**src/hdl/assert_macros.svh**
```systemverilog
// Assertion macros, included by csgim_div_cell.
// Each check is sampled on the rising edge of i_clk and is off while reset is low.
`ifndef ASSERT_MACROS_SVH
`define ASSERT_MACROS_SVH

// Immediate-style property on the current edge.
`define ASSERT_NOW(label, prop, msg) \
    label: assert property (@(posedge i_clk) disable iff (!i_rst_n) (prop)) \
        else $error(msg);

// Consequent checked on the following edge.
`define ASSERT_NEXT(label, ante, cons, msg) \
    label: assert property (@(posedge i_clk) disable iff (!i_rst_n) (ante) |=> (cons)) \
        else $error(msg);

`endif

```
**src/hdl/csgim_pkg.sv**
```systemverilog
// ----------------------------------------------------------------------------
// csgim_pkg
// Shared types, constants and helpers of the cube grid index map.
// ----------------------------------------------------------------------------
package csgim_pkg;

    localparam int MAX_DIM   = 256;
    localparam int DIM_W     = 9;
    localparam int CRD_W     = 8;
    localparam int IDX_W     = 24;
    localparam int DIV_W     = 10;
    localparam int PROD_W    = 18;
    localparam int CFG_IDX_W = 3;

    // Configuration register indexes.
    localparam logic [CFG_IDX_W-1:0] CFG_GRID_X        = 3'd0;
    localparam logic [CFG_IDX_W-1:0] CFG_GRID_Y        = 3'd1;
    localparam logic [CFG_IDX_W-1:0] CFG_GRID_Z        = 3'd2;
    localparam logic [CFG_IDX_W-1:0] CFG_SPLIT_FACES   = 3'd3;
    localparam logic [CFG_IDX_W-1:0] CFG_KEEP_INTERIOR = 3'd4;

    // Face codes.
    localparam logic [2:0] FACE_AUTO = 3'd0;
    localparam logic [2:0] FACE_X0   = 3'd1;
    localparam logic [2:0] FACE_X1   = 3'd2;
    localparam logic [2:0] FACE_Y0   = 3'd3;
    localparam logic [2:0] FACE_Y1   = 3'd4;
    localparam logic [2:0] FACE_Z0   = 3'd5;
    localparam logic [2:0] FACE_Z1   = 3'd6;

    // Point layouts.
    localparam logic [1:0] LAYOUT_SPLIT = 2'd0;
    localparam logic [1:0] LAYOUT_SURF  = 2'd1;
    localparam logic [1:0] LAYOUT_FULL  = 2'd2;

    // Sub-block selection for decoding.
    localparam logic [1:0] SEL_A = 2'd0;
    localparam logic [1:0] SEL_B = 2'd1;
    localparam logic [1:0] SEL_C = 2'd2;

    typedef struct packed {
        logic             mode;
        logic [CRD_W-1:0] coord_x;
        logic [CRD_W-1:0] coord_y;
        logic [CRD_W-1:0] coord_z;
        logic [2:0]       face;
        logic [IDX_W-1:0] point_index;
    } t_item;

    typedef struct packed {
        logic [DIM_W-1:0] grid_x;
        logic [DIM_W-1:0] grid_y;
        logic [DIM_W-1:0] grid_z;
        logic             split_faces;
        logic             keep_interior;
    } t_cfg;

    typedef struct packed {
        logic             mode;
        logic [1:0]       layout;
        logic [IDX_W-1:0] idx;
        logic [DIM_W-1:0] nx;
        logic [DIM_W-1:0] ny;
        logic [DIM_W-1:0] nz;
        logic [1:0]       sel;
        logic             hi;
        logic [IDX_W-1:0] q1;
        logic [DIV_W-1:0] r1;
    } t_ctx;

    typedef struct packed {
        logic             valid;
        logic [IDX_W-1:0] num;
        logic [DIV_W-1:0] rem;
        logic [DIV_W-1:0] div;
        t_ctx             ctx;
    } t_div_stage;

    // Effective grid size: zero acts as one, large values saturate.
    function automatic logic [DIM_W-1:0] eff_dim(input logic [DIM_W-1:0] v);
        logic [DIM_W-1:0] r;
        if (v == '0) begin
            r = DIM_W'(1);
        end else if (v > DIM_W'(MAX_DIM)) begin
            r = DIM_W'(MAX_DIM);
        end else begin
            r = v;
        end
        return r;
    endfunction

endpackage

```
**src/hdl/csgim_finish.sv**
```systemverilog
// ----------------------------------------------------------------------------
// csgim_finish
// Builds the result fields from the encoded index or from the quotients
// and remainders and holds them in the output register.
// ----------------------------------------------------------------------------
module csgim_finish import csgim_pkg::*; (
    input  logic             i_clk,
    input  logic             i_rst_n,
    input  logic             i_en,
    input  t_div_stage       i_stage,
    output logic             o_valid,
    output logic [IDX_W-1:0] o_index,
    output logic [CRD_W-1:0] o_x,
    output logic [CRD_W-1:0] o_y,
    output logic [CRD_W-1:0] o_z
);

    t_ctx             c;
    logic [CRD_W-1:0] n_x, n_y, n_z, n_bx, n_by, n_bz;
    logic [CRD_W-1:0] n_q1, n_r1;
    logic [DIV_W:0]   n_ri, n_nx, n_2nx, n_edge;
    logic [IDX_W-1:0] n_index;

    logic             r_valid;
    logic [IDX_W-1:0] r_index;
    logic [CRD_W-1:0] r_x, r_y, r_z;

    always_comb begin
        c      = i_stage.ctx;
        n_q1   = c.q1[CRD_W-1:0];
        n_r1   = c.r1[CRD_W-1:0];
        n_bx   = c.hi ? CRD_W'(c.nx - DIM_W'(1)) : '0;
        n_by   = c.hi ? CRD_W'(c.ny - DIM_W'(1)) : '0;
        n_bz   = c.hi ? CRD_W'(c.nz - DIM_W'(1)) : '0;
        n_ri   = {1'b0, c.r1};
        n_nx   = (DIV_W+1)'(c.nx);
        n_2nx  = {n_nx[DIV_W-1:0], 1'b0};
        n_edge = n_2nx + (DIV_W+1)'(c.ny) - (DIV_W+1)'(2);
        n_x    = '0;
        n_y    = '0;
        n_z    = '0;
        n_index = '0;
        if (!c.mode) begin
            n_index = c.idx;
        end else begin
            unique case (c.layout)
                LAYOUT_SPLIT: begin
                    unique case (c.sel)
                        SEL_A: begin
                            n_x = n_bx; n_y = n_r1; n_z = n_q1;
                        end
                        SEL_B: begin
                            n_x = n_r1; n_y = n_by; n_z = n_q1;
                        end
                        default: begin
                            n_x = n_r1; n_y = n_q1; n_z = n_bz;
                        end
                    endcase
                end
                LAYOUT_SURF: begin
                    unique case (c.sel)
                        SEL_A: begin
                            n_x = n_r1; n_y = n_q1; n_z = '0;
                        end
                        SEL_B: begin
                            n_x = n_r1; n_y = n_q1; n_z = CRD_W'(c.nz - DIM_W'(1));
                        end
                        default: begin
                            // Side ring: front row, back row, left column, right column.
                            n_z = n_q1 + CRD_W'(1);
                            priority if (n_ri < n_nx) begin
                                n_x = n_r1;
                                n_y = '0;
                            end else if (n_ri < n_2nx) begin
                                n_x = CRD_W'(n_ri - n_nx);
                                n_y = CRD_W'(c.ny - DIM_W'(1));
                            end else if (n_ri < n_edge) begin
                                n_x = '0;
                                n_y = CRD_W'(n_ri - n_2nx + (DIV_W+1)'(1));
                            end else begin
                                n_x = CRD_W'(c.nx - DIM_W'(1));
                                n_y = CRD_W'(n_ri - n_edge + (DIV_W+1)'(1));
                            end
                        end
                    endcase
                end
                default: begin
                    n_x = n_r1;
                    n_y = i_stage.rem[CRD_W-1:0];
                    n_z = i_stage.num[CRD_W-1:0];
                end
            endcase
        end
    end

    always_ff @(posedge i_clk) begin
        if (!i_rst_n) begin
            r_valid <= 1'b0;
        end else if (i_en) begin
            r_valid <= i_stage.valid;
            r_index <= n_index;
            r_x     <= n_x;
            r_y     <= n_y;
            r_z     <= n_z;
        end
    end

    assign o_valid = r_valid;
    assign o_index = r_index;
    assign o_x     = r_x;
    assign o_y     = r_y;
    assign o_z     = r_z;

endmodule

```
**config.mk**
```make
export PLATFORM = sky130hd
export DESIGN_NAME = csgim_finish
export DESIGN_NICKNAME = d
export VERILOG_FILES = /design/src/hdl/assert_macros.svh /design/src/hdl/csgim_pkg.sv /design/src/hdl/csgim_finish.sv
export SDC_FILE = /design/constraint.sdc
export NUM_CORES = 1
export LEC_CHECK = 0
export BUFFER_PORTS_ARGS = -buffer_cell sky130_fd_sc_hd__clkbuf_2
export CAP_MARGIN = 40
export CORE_MARGIN = 5
export CORE_UTILIZATION = 52
export CTS_CLUSTER_DIAMETER = 50
export DETAILED_ROUTE_END_ITERATION = 8
export GPL_TIMING_DRIVEN = 0
export PLACE_DENSITY_LB_ADDON = 0.05
export SYNTH_ARGS = -nofsm -noshare
export SYNTH_HDL_FRONTEND = slang
export SYNTH_SLANG_ARGS = --single-unit
```
**constraint.sdc**
```tcl
create_clock -name i_clk -period 4.2 [get_ports i_clk]
set_input_delay 0.42 -clock i_clk [delete_from_list [all_inputs] [get_ports i_clk]]
set_output_delay 0.42 -clock i_clk [all_outputs]
set_load 0.1 [all_outputs]
```
* After elaboration in Yosys (flattened, before gate mapping) *
Index checks and enable logic that the tools add are counted.

storage, ports and cells
  bits in registers = 49
  input bits = 139
  output and inout bits = 49
  word-level logic and storage cells = 43

cells by class
  add/sub/neg operators = 11
  $lt $le $gt $ge = 3
  equal/unequal tests = 2
  multiplexer cells = 18
  reductions and logical operators = 4

operator list
  kind                                                                   count
  8-bit 2-to-1 mux                                                       13
  8-bit one-hot mux with 2 select lines                                  5
  8-bit by 1-bit adder with 8-bit output (second input constant)         3
  8-bit by 1-bit subtractor with 8-bit output (second input constant)    3
  8-bit subtractor                                                       3
  10-bit by 9-bit adder with 11-bit output                               1
  10-bit by 11-bit < comparator with 1-bit output                        1
  11-bit by 2-bit subtractor with 11-bit output (second input constant)  1
  10-bit < comparator                                                    1
  10-bit by 9-bit < comparator with 1-bit output                         1
  2-bit by 1-bit == test with 1-bit output (second input constant)       2
  2-bit logical NOT                                                      2
  2-bit AND reduction                                                    1
  2-bit OR reduction                                                     1

* Depth between registers and ports, before layout *
Gate-level depths: netlist of run 1.

  depth after elaboration = 9
  mapped depth = 17
  depth with buffers taken out = 17

* Worst setup path before layout of run 1 *
No wires, ideal clock.

  path type = input to register
  start point = input port i_stage[56] in the netlist's numbering
  end point = register r_x[7] (netlist: o_x[7]) (data pin)
  library setup time = 266 ps
  arrival time = 3,334 ps
  data required time = 3,934 ps
  slack = 600 ps
  stages on the path = 15
  path buffers = 0
  cells stage by stage = inv_1 > ha_1 > inv_1 > ha_1 > fa_1 > a21o_1 > a21oi_1 > xor2_1 > ha_1 > nand4_1 > o221ai_1 > o2bb2ai_4 > nor3_1 > a221oi_2 > o22ai_1

on the way
  word-level cells in the longest chain between the ends = 8
  elaborated cells on any way between the ends = 14
  classes of those cells = add/sub (4); order compare (3); mux (7)

ends and longest elaborated chain
  what                                             line                 text
  start, declared                                  csgim_finish.sv:10   input t_div_stage i_stage,
  10-bit by 9-bit adder with 11-bit output         csgim_finish.sv:38   n_edge = n_2nx + (DIV_W+1)'(c.ny) - (DIV_W+1)'(2);
  11-bit by 2-bit subtractor with 11-bit output    csgim_finish.sv:38
  10-bit by 11-bit < comparator with 1-bit output  csgim_finish.sv:77   end else if (n_ri < n_edge) begin
  8-bit 2-to-1 mux                                 csgim_finish.sv:77
  8-bit 2-to-1 mux                                 csgim_finish.sv:74   end else if (n_ri < n_2nx) begin
  8-bit 2-to-1 mux                                 csgim_finish.sv:71   priority if (n_ri < n_nx) begin
  8-bit 2-to-1 mux                                 csgim_finish.sv:61   unique case (c.sel)
  8-bit one-hot mux with 2 select lines *          csgim_finish.sv:46   unique case (c.layout)
  end signal, assigned                             csgim_finish.sv:102  r_x <= n_x;
  end, declared                                    csgim_finish.sv:26   logic [CRD_W-1:0] r_x, r_y, r_z;

Every way passes the cells marked *; elsewhere a longest branch is shown, timed or not.
A chain may end at the register's enable or synchronous reset.

* Worst setup path in the final report of run 1 *
  start point = input port i_stage[56] in the netlist's numbering
  end point = register r_y[3] (netlist: o_y[3]) (data pin)

on the way
  word-level cells in the longest chain between the ends = 9
  elaborated cells on any way between the ends = 14
  classes of those cells = add/sub (6); order compare (3); mux (5)

ends and longest elaborated chain
  what                                           line                 text
  10-bit by 9-bit adder with 11-bit output       csgim_finish.sv:38
  11-bit by 2-bit subtractor with 11-bit output  csgim_finish.sv:38
  8-bit subtractor                               csgim_finish.sv:82   n_y = CRD_W'(n_ri - n_edge + (DIV_W+1)'(1));
  8-bit by 1-bit adder with 8-bit output         csgim_finish.sv:82
  8-bit 2-to-1 mux                               csgim_finish.sv:77
  8-bit 2-to-1 mux                               csgim_finish.sv:74
  8-bit 2-to-1 mux *                             csgim_finish.sv:71
  8-bit 2-to-1 mux *                             csgim_finish.sv:61
  8-bit one-hot mux with 2 select lines *        csgim_finish.sv:46
  end signal, assigned                           csgim_finish.sv:103  r_y <= n_y;
  end, declared                                  csgim_finish.sv:26

Marks and branches as above.

==> PnR_summary.wiki, run 1 <==
{| class="wikitable"
! Metric !! Value
|-
| Status || completed
|-
| Number of enable-type register cells in the synthesized netlist || between 40 and 50
|-
| Antenna diode count || 0
|-
| Power per standard cell area || 315.0 nW/µm²
|-
| H-tree level count || 2
|-
| Overall Power || around 2.0 mW
|-
| Final setup violating endpoints || 0
|-
| Arrival time of the worst setup path || roughly 4.0 ns
|-
| Max Transition Viols Final || 0
|-
| Fin nets || slightly above 900
|-
| Synth cell types || 70
|-
| Number of cells after detailed placement || 844
|-
| Share of async-settable or async-resettable flops after synthesis || 0
|-
| Nature of the critical path startpoint || input pin
|-
| Syn nets || 781
|-
| Min Clock Period, post-route || around 4 ns
|-
| Number of port buffers || 139
|-
| Number of max-cap violations || 0
|-
| Die boundary height || approximately 110 µm
|-
| Clock-pin transition on the worst setup and hold timing paths || roughly 0.1 ns
|-
| Average vias per placed instance || ~5.7
|-
| Total of flip-flops plus latches after synthesis || a little under 50
|-
| IR Drop Worst-Case VDD || approximately 0.18 mV
|-
| Core area || ~10000 µm²
|-
| Post-Syn Instances || roughly 570
|-
| Register area share after synthesis || 0.2781
|-
| DRT antenna net count || 0
|-
| Setup repair after global routing missed its margin || yes
|-
| Most common library cell in the layout ignoring fill and taps || sky130_fd_sc_hd__clkbuf_2
|-
| Global Route Usage Sum || 0.2496
|-
| Setup clock skew after layout || 0 ns
|-
| Number of DRC markers after the initial detailed-route iteration || ~390
|-
| First-pass GRT wire length || ~25000 µm
|-
| Main synth FF type || sky130_fd_sc_hd__edfxtp_1
|-
| Initial antenna violation count || 0
|-
| Transition time of the tightest slew-check pin || around 0.57 ns
|-
| Maximum number of buffers from clock root to sink || 2
|-
| Syn avg cell area || about 9.2 µm²
|-
| Final worst hold slack || roughly 0.37 ns
|-
| Non-filler cells in the finished layout || roughly 850
|-
| Cell at the root of the clock tree || sky130_fd_sc_hd__clkbuf_8
|-
| DRT Wirelength || 15350 µm
|-
| Fin crit share || 0.9497
|-
| Vias || ~4900
|-
| Residual overflow from global routing || 0
|-
| Final HPWL DP || 12790 µm
|-
| Number of remaining DRC errors || 0
|-
| Standard-cell rows || 36
|-
| Worst-Skew Late Latency || roughly 0.31 ns
|-
| Required time of the critical path || roughly 4.3 ns
|-
| Width of the chip || 110.5 µm
|-
| Setup Crit Path Kind || input pin to flop
|-
| Layout cell share with drive strength beyond 1 || 0.2403
|-
| Warnings from Yosys || 0
|-
| TritonRoute pass-1 iters || 5
|-
| Final estimated routing congestion in global placement || roughly 0.89
|-
| Leakage component of the power || ~2.8 nW
|-
| Number of CTS-inserted buffers || 5
|-
| Overall die area || between 10000 and 15000 µm²
|-
| Tightest Hold Check Type || input pin to flop
|-
| Kind of end point of the critical path || flop
|-
| Peak clock frequency supported by timing || around 250 MHz
|-
| Average wire per cell in the routed design || 18.00 µm
|-
| Worst-path fanout max || 10
|-
| Pin count of the biggest net entering global routing || 35
|-
| Vias in the first global route || ~4900
|-
| Total count of hold-check failures in the final report || 0
|-
| Hold-fix buffers at CTS || 0
|-
| Starting Density || 0.5352
|-
| Area growth, synth to finish || 19.00%
|-
| Sink count of the clock tree || between 40 and 50
|-
| I/O pin count || roughly 190
|-
| Most frequent cells in the layout || sky130_fd_sc_hd__clkbuf_2 (139), sky130_fd_sc_hd__inv_1 (62), sky130_fd_sc_hd__ha_1 (62)
|-
| TritonCTS clock tree || built
|-
| Max-Slew Margin vs Limit || 0.6207
|-
| Syn Std Cell Area || approximately 5300 µm²
|}
registers in the layout (all words and copies together), names as in the netlist:
register  count
o_x           8
o_index      24
o_y           8
o_z           8
o_valid       1
per-layer routing:
layer	wire length, µm	track usage
met4	406	0.08292
met2	7719	0.4523
met3	1034	0.04158
met1	6192	0.2984
met5	0	0
layout make-up:
type	instances	area, µm²
multi-input combinational	443	3498
tap	133	166.4
clock inverter	3	21.27
timing repair buffer	141	735.7
fill	918	3566
sequential	49	1461
buffer	16	65.06
clock buffer	5	68.82
inverter	63	236.5
critical path: stages:
cell	delay, ns
sky130_fd_sc_hd__clkbuf_2	0.11
sky130_fd_sc_hd__inv_1	0.12
sky130_fd_sc_hd__ha_1	0.30
sky130_fd_sc_hd__inv_1	0.04
sky130_fd_sc_hd__ha_1	0.22
sky130_fd_sc_hd__fa_1	0.43
sky130_fd_sc_hd__a211oi_2	0.29
sky130_fd_sc_hd__o21ai_0	0.18
sky130_fd_sc_hd__xnor2_1	0.16
sky130_fd_sc_hd__ha_1	0.35
sky130_fd_sc_hd__nand4_1	0.19
sky130_fd_sc_hd__a211oi_2	0.35
sky130_fd_sc_hd__o2bb2ai_4	0.12
sky130_fd_sc_hd__buf_12	0.16
sky130_fd_sc_hd__nor2_8	0.20
sky130_fd_sc_hd__mux2i_1	0.26
sky130_fd_sc_hd__o221ai_1	0.14
stage by stage:
step / TNS (ns) / utilization / area (µm²) / setup WS, ns
CTS: 0 / 0.6343 / 6228 / 0.009615
finish: 0 / 0.6369 / 6254 / 0.2111
detailed placement: -3.270 / 0.6251 / 6138 / -0.3234
floorplan: 0 / - / 5255 / 0.5998
global route: -0.06972 / 0.6369 / 6254 / -0.04356
global placement: -2.782 / 0.6230 / 6117 / -0.2978
synthesized netlist by cell type, drive strengths merged (13+ instances only):
master | n | area (µm²)
nor2 | 35 | 147.6
clkbuf | 13 | 48.80
ha | 62 | 775.7
nor3 | 13 | 65.06
o21ai | 26 | 141.4
xnor2 | 28 | 245.2
o221ai | 19 | 166.4
inv | 62 | 232.7
a21oi | 29 | 145.1
edfxtp | 48 | 1441
xor2 | 16 | 140.1
nand2 | 36 | 135.1
nand3 | 17 | 85.08
nor2b | 30 | 187.7
worst paths after layout:
kind / end / cells past startpoint / slack, ns / from
min reg2reg: o_valid / 2 / 0.54 / o_valid
min: o_valid / 2 / 0.37 / i_rst_n
max reg2reg: o_valid / 2 / 3.60 / o_valid
max: o_y[3] / 17 / 0.21 / i_stage[56]
report_power, final:
| part | internal, mW | switching, mW |
|---|---|---|
| combinational | 0.366 | 0.733 |
| clock | 0.118 | 0.168 |
| sequential | 0.576 | 0.00805 |
| total | 1.06 | 0.909 |
what timing repair did:
action,in CTS,in global routing
resized for setup,0,1
buffers inserted,0,1
setup endpoints to repair,0,12
kinds of logic (layout without fill, tap and decap cells):
family,Yosys count,count (layout),share of synthesized area
xor gates and xnor gates,44,44,0.07333
adders and majority gates,71,71,0.1819
buffers and inverters,79,228,0.05738
DFF,49,49,0.2781
AOI/OAI and AO/OA,150,150,0.2157
and+or+nand+nor,168,168,0.1743
muxes,10,10,0.01929
Power figures use the tool's default switching activity.
==> run 2, diff against run 1 <==
--- a/config.mk
+++ b/config.mk
@@ -8,7 +8,7 @@
 export BUFFER_PORTS_ARGS = -buffer_cell sky130_fd_sc_hd__clkbuf_2
 export CAP_MARGIN = 40
 export CORE_MARGIN = 5
-export CORE_UTILIZATION = 52
+export CORE_UTILIZATION = 45
 export CTS_CLUSTER_DIAMETER = 50
 export DETAILED_ROUTE_END_ITERATION = 8
 export GPL_TIMING_DRIVEN = 0
==> PnR_summary.wiki, run 2 (synthesized netlist as in run 1, its figures left out) <==
{| class="wikitable"
! Metric !! Value
|-
| Starting Density || 0.4602 (-0.07494)
|-
| Die boundary height || 118.1 µm (+6.8%)
|-
| Number of cells after detailed placement || 854 (+1.2%)
|-
| DRT antenna net count || 0 (unchanged)
|-
| Worst-Skew Late Latency || 0.29 ns (-0.02 ns)
|-
| Antenna diode count || 0 (unchanged)
|-
| Power per standard cell area || 331.8 nW/µm² (+5.3%)
|-
| Setup clock skew after layout || 0 ns (unchanged)
|-
| Max-Slew Margin vs Limit || 0.6224 (+0.001693)
|-
| TritonCTS clock tree || built
|-
| Average vias per placed instance || 5.706 (-0.74%)
|-
| Leakage component of the power || 2.775 nW (+0.67%)
|-
| Average wire per cell in the routed design || 18.94 µm (+5.3%)
|-
| Residual overflow from global routing || 0 (unchanged)
|-
| Final estimated routing congestion in global placement || 0.8959 (+0.70%)
|-
| Initial antenna violation count || 0 (unchanged)
|-
| I/O pin count || 188 (unchanged)
|-
| Nature of the critical path startpoint || input pin
|-
| IR Drop Worst-Case VDD || 0.3111 mV (+70%)
|-
| Worst setup slack before clock tree synthesis || -0.2840 ns (+0.03935 ns)
|-
| Final setup violating endpoints || 0 (unchanged)
|-
| Series of cell instances along the critical path || clkbuf_2 > inv_1 > ha_1 > inv_1 > ha_1 > a21o_1 > a21oi_1 > nor2b_1 > o21a_1 > o41ai_1 > xor2_1 > ha_1 > nor2_1 > o221ai_1 > o2bb2ai_4 > nor3_1 > a221oi_2 > o22ai_1
|-
| Standard-cell rows || 39 (+8.3%)
|-
| Reg area || 1461 µm² (unchanged)
|-
| First-pass GRT wire length || 25740 µm (+2.9%)
|-
| Overall die area || 13940 µm² (+14%)
|-
| Number of port buffers || 139 (unchanged)
|-
| Max reg flops || 24 (unchanged)
|-
| Status || completed
|-
| Final HPWL DP || 13560 µm (+6.0%)
|-
| Layout fillers || 1090 (+19%)
|-
| Vias in the first global route || 4936 (+0.69%)
|-
| Tightest Hold Check Type || input pin to flop
|-
| Setup repair after global routing missed its margin || yes
|-
| TritonRoute pass-1 iters || 5 (unchanged)
|-
| Final setup margin || 0.2083 ns (-0.002798 ns)
|-
| Clock-pin transition on the worst setup and hold timing paths || 0.07 ns (-0.03 ns)
|-
| Number of CTS-inserted buffers || 5 (unchanged)
|-
| Highest-delay cell along the critical path || sky130_fd_sc_hd__o2bb2ai_4
|-
| Total count of hold-check failures in the final report || 0 (unchanged)
|-
| Fin nets || 929 (unchanged)
|-
| H-tree level count || 2 (unchanged)
|-
| Number of remaining DRC errors || 0 (unchanged)
|-
| Arrival time of the worst setup path || 4.03 ns (about the same)
|-
| Non-filler cells in the finished layout || 863 (+1.2%)
|-
| Max Transition Viols Final || 0 (unchanged)
|-
| Sink count of the clock tree || 49 (unchanged)
|-
| Vias || 4924 (+0.43%)
|-
| Most frequent cells in the layout || sky130_fd_sc_hd__clkbuf_2 (139), sky130_fd_sc_hd__inv_1 (62), sky130_fd_sc_hd__ha_1 (62)
|-
| Layout cell share with drive strength beyond 1 || 0.2403 (unchanged)
|-
| Setup Crit Path Kind || input pin to flop
|-
| Depth of the worst register-to-register path || 2 (unchanged)
|-
| Area taken by multi-input logic gates || 3498 µm² (unchanged)
|-
| Core area || 11420 µm² (+16%)
|-
| Min-Delay Path Depth || 2 (unchanged)
|-
| Number of max-cap violations || 0 (unchanged)
|-
| Crit-path max cell delay || 0.35 ns (-0.08 ns)
|-
| Number of DRC markers after the initial detailed-route iteration || 383 (-2.5%)
|-
| Transition time of the tightest slew-check pin || 0.5688 ns (-0.002550 ns)
|-
| Worst-path fanout max || 9 (-1)
|-
| Fin crit share || 0.9504 (about the same)
|-
| Pin count of the biggest net entering global routing || 38 (+8.6%)
|-
| Cell at the root of the clock tree || sky130_fd_sc_hd__clkbuf_16
|-
| Width of the chip || 118.1 µm (+6.8%)
|-
| Maximum number of buffers from clock root to sink || 2 (unchanged)
|-
| Min Clock Period, post-route || 3.992 ns (+0.002798 ns)
|-
| Area growth, synth to finish || 20.17%
|-
| Global Route Usage Sum || 0.2262 (-0.02340)
|-
| Cell occurring most often along the worst timing path || sky130_fd_sc_hd__ha_1
|-
| Hold-fix buffers at CTS || 0 (unchanged)
|-
| Share of the core filled with cells in the final layout || 0.5530 (-0.08381)
|-
| DRT Wirelength || 16350 µm (+6.5%)
|-
| Required time of the critical path || 4.24 ns (about the same)
|-
| Most common library cell in the layout ignoring fill and taps || sky130_fd_sc_hd__clkbuf_2
|-
| Overall Power || 2.095 mW (+6.4%)
|-
| Kind of end point of the critical path || flop
|-
| Peak clock frequency supported by timing || 250.5 MHz (about the same)
|}
==> run 2: cell count changes in the layout (fill, tap and decap cells not counted) <==
cell                         delta
sky130_fd_sc_hd__clkbuf_16      +5
sky130_fd_sc_hd__clkbuf_8       -5
sky130_fd_sc_hd__buf_12         -1
sky130_fd_sc_hd__buf_4          +1
sky130_fd_sc_hd__clkinv_2       -1
sky130_fd_sc_hd__clkinvlp_4     +1
sky130_fd_sc_hd__inv_6          -1
sky130_fd_sc_hd__inv_8          +1
==> run 2: cell type report <==
cell class	count	area share
tap	143	0.02833
timing repair buffer	141	0.1145
clock buffer	5	0.01981
sequential	49	0.2314
buffer	16	0.01030
clock inverter	3	0.004161
inverter	63	0.03745
multi-input combinational	443	0.5540
==> run 2: final timing paths <==
check | start | endpoint | slack [ns]
max | i_stage[57] | o_x[7] | 0.21
min | i_rst_n | o_valid | 0.39
min reg2reg | o_valid | o_valid | 0.56
max reg2reg | o_valid | o_valid | 3.58
==> run 2: metal layers <==
layer  share of wire  vias up  wire [µm]  global-route usage
met4           0.015        0        238             0.05448
met5               0        -          0                   0
met1            0.42     2333       6936              0.2806
met2            0.50      176       8226              0.4089
li1                -     2398          -                   -
met3           0.058       17        947             0.03412
==> run 2: repair_timing <==
| item | in CTS | in global routing |
|---|---|---|
| setup buffers | 0 | 1 |
| resized for setup | 0 | 1 |
| setup endpoints to repair | 0 | 10 |
| endpoints found under the hold margin | 0 | 0 |
==> run 2: worst max-delay path, delay by kind of cell <==
kind                       cells  cell delay, ns
and+or+nand+nor                3            0.33
adders and majority gates      3            0.80
buffers and inverters          3            0.39
AOI/OAI and AO/OA              8            1.93
xor gates and xnor gates       1            0.13
==> run 2: through the flow <==
step | TNS [ns] | hold WS (ns) | cell area [µm²]
after floorplan | 0 | 0.5482 | 5255
after global placement | -1.272 | 0.4966 | 6130
after detailed placement | -2.313 | 0.5498 | 6151
after CTS | 0 | 0.3841 | 6302
after global routing | -0.003291 | 0.3898 | 6315
final | 0 | 0.3879 | 6315
==> run 2: power by group <==
| group | switching, mW | internal, mW | leakage (nW) | total, mW |
|---|---|---|---|---|
| combinational | 0.735 | 0.355 | 2.28 | 1.09 |
| clock | 0.195 | 0.225 | 0.0680 | 0.420 |
| sequential | 0.00860 | 0.577 | 0.425 | 0.585 |
| total | 0.939 | 1.16 | 2.77 | 2.10 |
